==> src/hw/rtl/mlfq_pkg.sv <==
`timescale 1ns / 1ps
// ----------------------------------------------------------------------------
// mlfq_pkg
// Shared types, constants and helpers for the four-level dispatch scheduler.
// ----------------------------------------------------------------------------
package mlfq_pkg;

  localparam int unsigned SLOTS     = 64;
  localparam int unsigned LEVELS    = 4;
  localparam int unsigned SLOT_W    = 6;
  localparam int unsigned LVL_W     = 2;
  localparam int unsigned CNT_W     = 32;
  localparam int unsigned QUOTA_W   = 16;
  localparam int unsigned QLEN_W    = 7;
  localparam int unsigned QADDR_W   = LVL_W + SLOT_W;
  localparam int unsigned CADDR_W   = SLOT_W + LVL_W;
  localparam int unsigned CFG_IDX_W = 2;

  localparam logic [LVL_W-1:0] TOP_LEVEL = 2'd3;

  localparam logic [QUOTA_W-1:0] QUOTA_TOP_RST  = 16'd8;
  localparam logic [QUOTA_W-1:0] QUOTA_UMID_RST = 16'd16;
  localparam logic [QUOTA_W-1:0] QUOTA_LMID_RST = 16'd32;

  localparam logic [CFG_IDX_W-1:0] CFG_QUOTA_TOP  = 2'd0;
  localparam logic [CFG_IDX_W-1:0] CFG_QUOTA_UMID = 2'd1;
  localparam logic [CFG_IDX_W-1:0] CFG_QUOTA_LMID = 2'd2;

  localparam logic [2:0] MODE_ADMIT    = 3'd0;
  localparam logic [2:0] MODE_EXIT     = 3'd1;
  localparam logic [2:0] MODE_SLEEP    = 3'd2;
  localparam logic [2:0] MODE_WAKE     = 3'd3;
  localparam logic [2:0] MODE_DISPATCH = 3'd4;
  localparam logic [2:0] MODE_QUERY    = 3'd5;

  localparam logic [1:0] STATUS_OK    = 2'd0;
  localparam logic [1:0] STATUS_STATE = 2'd1;
  localparam logic [1:0] STATUS_IDLE  = 2'd2;

  typedef enum logic [2:0] {
    OP_ADMIT, OP_EXIT, OP_SLEEP, OP_WAKE, OP_DISPATCH, OP_QUERY, OP_NOP
  } op_e;

  typedef enum logic [3:0] {
    ST_IDLE, ST_ADMIT_CLR, ST_SCAN_RD, ST_SCAN_CHK, ST_SHIFT_RD, ST_SHIFT_WR,
    ST_APPEND, ST_EXIT_END, ST_RUN_RD, ST_RUN_WR, ST_WAIT, ST_QUERY_RD,
    ST_QUERY_OUT, ST_DONE
  } state_e;

  typedef struct packed {
    logic [2:0]        mode;
    logic [SLOT_W-1:0] slot;
    logic [LVL_W-1:0]  query_level;
  } cmd_t;

  typedef struct packed {
    logic [1:0]        status;
    logic [SLOT_W-1:0] chosen_slot;
    logic [LVL_W-1:0]  chosen_level;
    logic              demoted;
    logic [CNT_W-1:0]  run_count;
    logic [CNT_W-1:0]  wait_count;
  } res_t;

  typedef struct packed {
    logic [QUOTA_W-1:0] top;
    logic [QUOTA_W-1:0] upper_mid;
    logic [QUOTA_W-1:0] lower_mid;
  } quota_t;

  typedef struct packed {
    op_e               op;
    logic [SLOT_W-1:0] slot;
    logic [LVL_W-1:0]  query_level;
  } op_cmd_t;

  // queue head as seen by the back end
  typedef struct packed {
    logic    valid;
    op_cmd_t cmd;
  } head_t;

  function automatic logic [QUOTA_W-1:0] quota_of(quota_t q, logic [LVL_W-1:0] lv);
    logic [QUOTA_W-1:0] r;
    case (lv)
      2'd3:    r = q.top;
      2'd2:    r = q.upper_mid;
      default: r = q.lower_mid;
    endcase
    return r;
  endfunction

  function automatic logic [CNT_W-1:0] sat_inc(logic [CNT_W-1:0] v);
    return (v == {CNT_W{1'b1}}) ? v : v + 1'b1;
  endfunction

endpackage

==> src/hw/rtl/mlfq_front.sv <==
`timescale 1ns / 1ps
// ----------------------------------------------------------------------------
// mlfq_front
// Takes commands, decodes the mode and holds them in a two-entry queue.
// ----------------------------------------------------------------------------
module mlfq_front import mlfq_pkg::*; (
  input  logic  clk_i,
  input  logic  rst_ni,
  input  logic  start_i,
  input  cmd_t  cmd_i,
  input  logic  pop_i,
  output logic  busy_o,
  output head_t head_o
);

  op_cmd_t    fifo_q [2];
  logic       wr_ptr_q, wr_ptr_d;
  logic       rd_ptr_q, rd_ptr_d;
  logic [1:0] count_q, count_d;
  logic       push, pop;
  op_cmd_t    dec;

  always_comb begin
    dec.slot        = cmd_i.slot;
    dec.query_level = cmd_i.query_level;
    case (cmd_i.mode)
      MODE_ADMIT:    dec.op = OP_ADMIT;
      MODE_EXIT:     dec.op = OP_EXIT;
      MODE_SLEEP:    dec.op = OP_SLEEP;
      MODE_WAKE:     dec.op = OP_WAKE;
      MODE_DISPATCH: dec.op = OP_DISPATCH;
      MODE_QUERY:    dec.op = OP_QUERY;
      default:       dec.op = OP_NOP;
    endcase
  end

  assign busy_o = (count_q == 2'd2);
  assign push   = start_i && !busy_o;
  assign pop    = pop_i && (count_q != 2'd0);

  always_comb begin
    wr_ptr_d = push ? ~wr_ptr_q : wr_ptr_q;
    rd_ptr_d = pop ? ~rd_ptr_q : rd_ptr_q;
    count_d  = count_q + {1'b0, push} - {1'b0, pop};
  end

  always_ff @(posedge clk_i or negedge rst_ni) begin
    if (!rst_ni) begin
      wr_ptr_q <= 1'b0;
      rd_ptr_q <= 1'b0;
      count_q  <= 2'd0;
    end else begin
      wr_ptr_q <= wr_ptr_d;
      rd_ptr_q <= rd_ptr_d;
      count_q  <= count_d;
    end
  end

  always_ff @(posedge clk_i) begin
    if (push) begin
      fifo_q[wr_ptr_q] <= dec;
    end
  end

  assign head_o.valid = (count_q != 2'd0);
  assign head_o.cmd   = fifo_q[rd_ptr_q];

endmodule

==> config.mk <==
export PLATFORM = sky130hd
export DESIGN_NAME = mlfq_front
export DESIGN_NICKNAME = d
export VERILOG_FILES = /design/src/hw/rtl/mlfq_pkg.sv /design/src/hw/rtl/mlfq_front.sv
export SDC_FILE = /design/constraint.sdc
export NUM_CORES = 1
export LEC_CHECK = 0
export ABC_CLOCK_PERIOD_IN_PS = 2300
export BUFFER_PORTS_ARGS = -buffer_cell sky130_fd_sc_hd__buf_2
export CAP_MARGIN = 25
export CORE_MARGIN = 2
export CORE_UTILIZATION = 49
export CTS_BUF_LIST = sky130_fd_sc_hd__clkbuf_8 sky130_fd_sc_hd__clkbuf_16
export DETAILED_ROUTE_END_ITERATION = 12
export GPL_TIMING_DRIVEN = 0
export PLACE_DENSITY = 0.76
export SYNTH_ARGS = -nofsm -noshare
export SYNTH_HDL_FRONTEND = slang
export SYNTH_SLANG_ARGS = --single-unit
==> constraint.sdc <==
create_clock -name clk_i -period 2.3 [get_ports clk_i]
set_input_delay 0.46 -clock clk_i [delete_from_list [all_inputs] [get_ports clk_i]]
set_output_delay 0.46 -clock clk_i [all_outputs]
set_load 0.01 [all_outputs]
==> impl_metrics.json <==
{
  "status": "finished, final reports clean",
  "power_density_nw_per_um2": 1190,
  "antenna_found_initial": 0,
  "setup_viol": 0,
  "setup_tns_ps": 0,
  "final_antenna_net_count": 0,
  "drt_iter0_drc": 1,
  "crit_arrival_ps": 1340,
  "finalPower_mw": 1.47,
  "synthFlopType": "edfxtp_1",
  "synth_mux_area_frac": 0.122,
  "netlist_top_cells_count": "edfxtp_1 (22), mux2_2 (11), dfrtp_1 (4)",
  "numCtsBuffers": 3,
  "start_util": 0.516,
  "synth_top_area_cell": "edfxtp_1",
  "synthTopCellsByArea": "edfxtp_1 (65%), mux2_2 (12%), dfrtp_1 (9.9%)",
  "seq_area_sq_um": 761,
  "grt_pass1_wl_um": 2460,
  "worst_slew_pin_slew_ps": 880,
  "wl_um": 1490,
  "multi_input_area_sq_um": 229,
  "r2r_slack_ps": 600,
  "synth_seq_cells": 26,
  "relSlewSlack": 0.411,
  "synth_most_common_cell": "edfxtp_1",
  "grt_usage": 0.140,
  "ys_async_sr_fraction": 0.154,
  "drive_gt1_frac": 0.506,
  "firstDrtPassIters": 2,
  "finalCritPeriodShare": 0.783,
  "drc_errors": 0,
  "top_usage_layer": "met2",
  "grtUsageMet3": 0.0333,
  "finalInstanceArea_sq_um": 1240,
  "cp-start-kind": "register",
  "htree_levels": 1,
  "hold_end": "fifo_q[0][6]",
  "cp_max_fo": 10,
  "met2_usage": 0.236,
  "synth_edf_count": 22,
  "period_needed_ps": 1800,
  "seq_area_frac_synth": 0.752,
  "num_rows": 16,
  "coreArea_sq_um": 1960,
  "fmax_mhz": 555,
  "cts_buffer_depth": 2,
  "clkTransAtPathRegs_ps": 80,
  "hold_class": "primary input to register",
  "critPathRequiredTime_ps": 1840,
  "area_growth_syn_to_layout_pct": 22.1,
  "synth_fp_nets": 72,
  "routabilityCongestion": 0.627,
  "synth-compound-area-share": 0.00742,
  "fin_nets": 105,
  "ir_worst_vdd_uv": 923,
  "end_kind": "primary output",
  "synth_top_area_frac": 0.653,
  "portBuffers": 27,
  "skew_ps": 1.51,
  "cts_tree": "yes",
  "placed_area_sq_um": 1180,
  "die_x_um": 49.5,
  "detail_route.vias_per_cell": 4.80,
  "wl_per_cell_um": 13.1,
  "die_y_um": 49.5,
  "rr_startpoint": "count_q[1]",
  "post-dp-hpwl_um": 1080,
  "reg2reg_depth": 3,
  "min_path_cells": 1,
  "met1_usage": 0.161,
  "yosysWarningCount": 0,
  "synthAdderAreaFrac": 0.0247,
  "synth-xor-area-share": 0.0346,
  "grt_overflow": 0,
  "vias": 547,
  "leakagePower_nw": 0.498,
  "netlist_area_sq_um": 1010,
  "hold_violations": 0,
  "critPathKind": "register to primary output",
  "pin_count": 28,
  "post_cts_buffers": 0,
  "grt_max_degree": 15,
  "min-delay-start": "cmd_i[6]",
  "grt_pass1_vias": 585,
  "slew_viol_final": 0,
  "synth-simple-area-share": 0.0371,
  "cts_root_buf": "clkbuf_8",
  "cap_violations": 0,
  "cts_sinks": 26,
  "ys_types": 16,
  "diodes": 0,
  "synth_cells": 55,
  "regToRegEndpoint": "fifo_q[0][5]",
  "clk_latency_ps": 260,
  "rsz0062_at_grt": "false",
  "synth_top_family_by_area": "multiplexers",
  "postSynthAreaPerCell_sq_um": 18.4,
  "die-area_sq_um": 2450,
  "n_fill_cell": 177
}
## state kept, by name (all words and copies together), names as in the netlist
| name | flops |
|---|---|
| wr_ptr_q | 1 |
| rd_ptr_q | 1 |
| count_q | 2 |
| fifo_q | 22 |
## per-stage QoR
stage / std cells / hold slack, ps / setup WS (ps) / utilization
after floorplan: 55 / 164 / 659 / -
after global placement: 109 / 271 / 525 / 0.602
after detailed placement: 109 / 272 / 537 / 0.602
after CTS: 114 / 380 / 475 / 0.630
after global routing: 114 / 376 / 395 / 0.630
final: 114 / 383 / 499 / 0.630
## critical path: stages, from the launching register on
cell and delay [ps]:
dfrtp_1 380, buf_4 210, mux2_2 350, buf_2 140
## power by group
part | internal (mW) | leakage, nW | switching [mW] | total, mW
logic | 0.259 | 0.224 | 0.255 | 0.514
registers | 0.658 | 0.251 | 0.0497 | 0.708
clock network | 0.119 | 0.0231 | 0.126 | 0.245
total | 1.04 | 0.498 | 0.430 | 1.47
## logic make-up after synthesis
kind of cell | after synthesis
and+or+nand+nor | 6
buffers and inverters | 5
DFF | 26
AOI/OAI and AO/OA | 1
xor gates and xnor gates | 4
muxes | 11
adders and majority gates | 2
## how the worst max path moves through the flow
stage | cells after the start | slack (ps) | endpoint | startpoint
after detailed placement | 3 | 540 | fifo_q[0][2] | start_i
after global placement | 3 | 530 | fifo_q[0][6] | start_i
after global routing | 3 | 400 | fifo_q[0][6] | count_q[1]
final | 3 | 500 | head_o[4] | rd_ptr_q
after CTS | 3 | 480 | head_o[7] | rd_ptr_q
after floorplan | 7 | 660 | count_q[1] | count_q[1]
## layout by cell type, fill, tap and decap left out, drive strengths merged
| cell | n |
|---|---|
| a21boi | 1 |
| dfrtp | 4 |
| nand2 | 1 |
| ha | 2 |
| clkbuf | 5 |
| or2 | 1 |
| mux2 | 11 |
| edfxtp | 22 |
| buf | 28 |
| inv | 2 |
| xnor2 | 3 |
| and2 | 1 |
| clkinv | 1 |
| xor2 | 1 |
| and3 | 1 |
| nor2 | 1 |
| dlygate4sd3 | 1 |
| nand2b | 1 |
## repair_timing
action                    4_1_cts  5_1_grt
resized for setup               0        0
hold buffers                    1        0
hold endpoints to repair        4        0
## metal layers
metal  vias up  share of wire  routed length [um]
met2        21           0.51                 761
li1        263              -                   -
met3         4          0.064                  96
met4         0          0.027                  41
met5         -              0                   0
met1       259           0.40                 591
## layout make-up
type / count / share of cell area
buffer: 3 / 0.0121
clock buffer: 3 / 0.0334
clock inverter: 1 / 0.00304
inverter: 2 / 0.00607
multi-input combinational: 24 / 0.185
sequential: 26 / 0.615
tap: 27 / 0.0273
timing repair buffer: 28 / 0.117
Power figures use the tool's default switching activity.
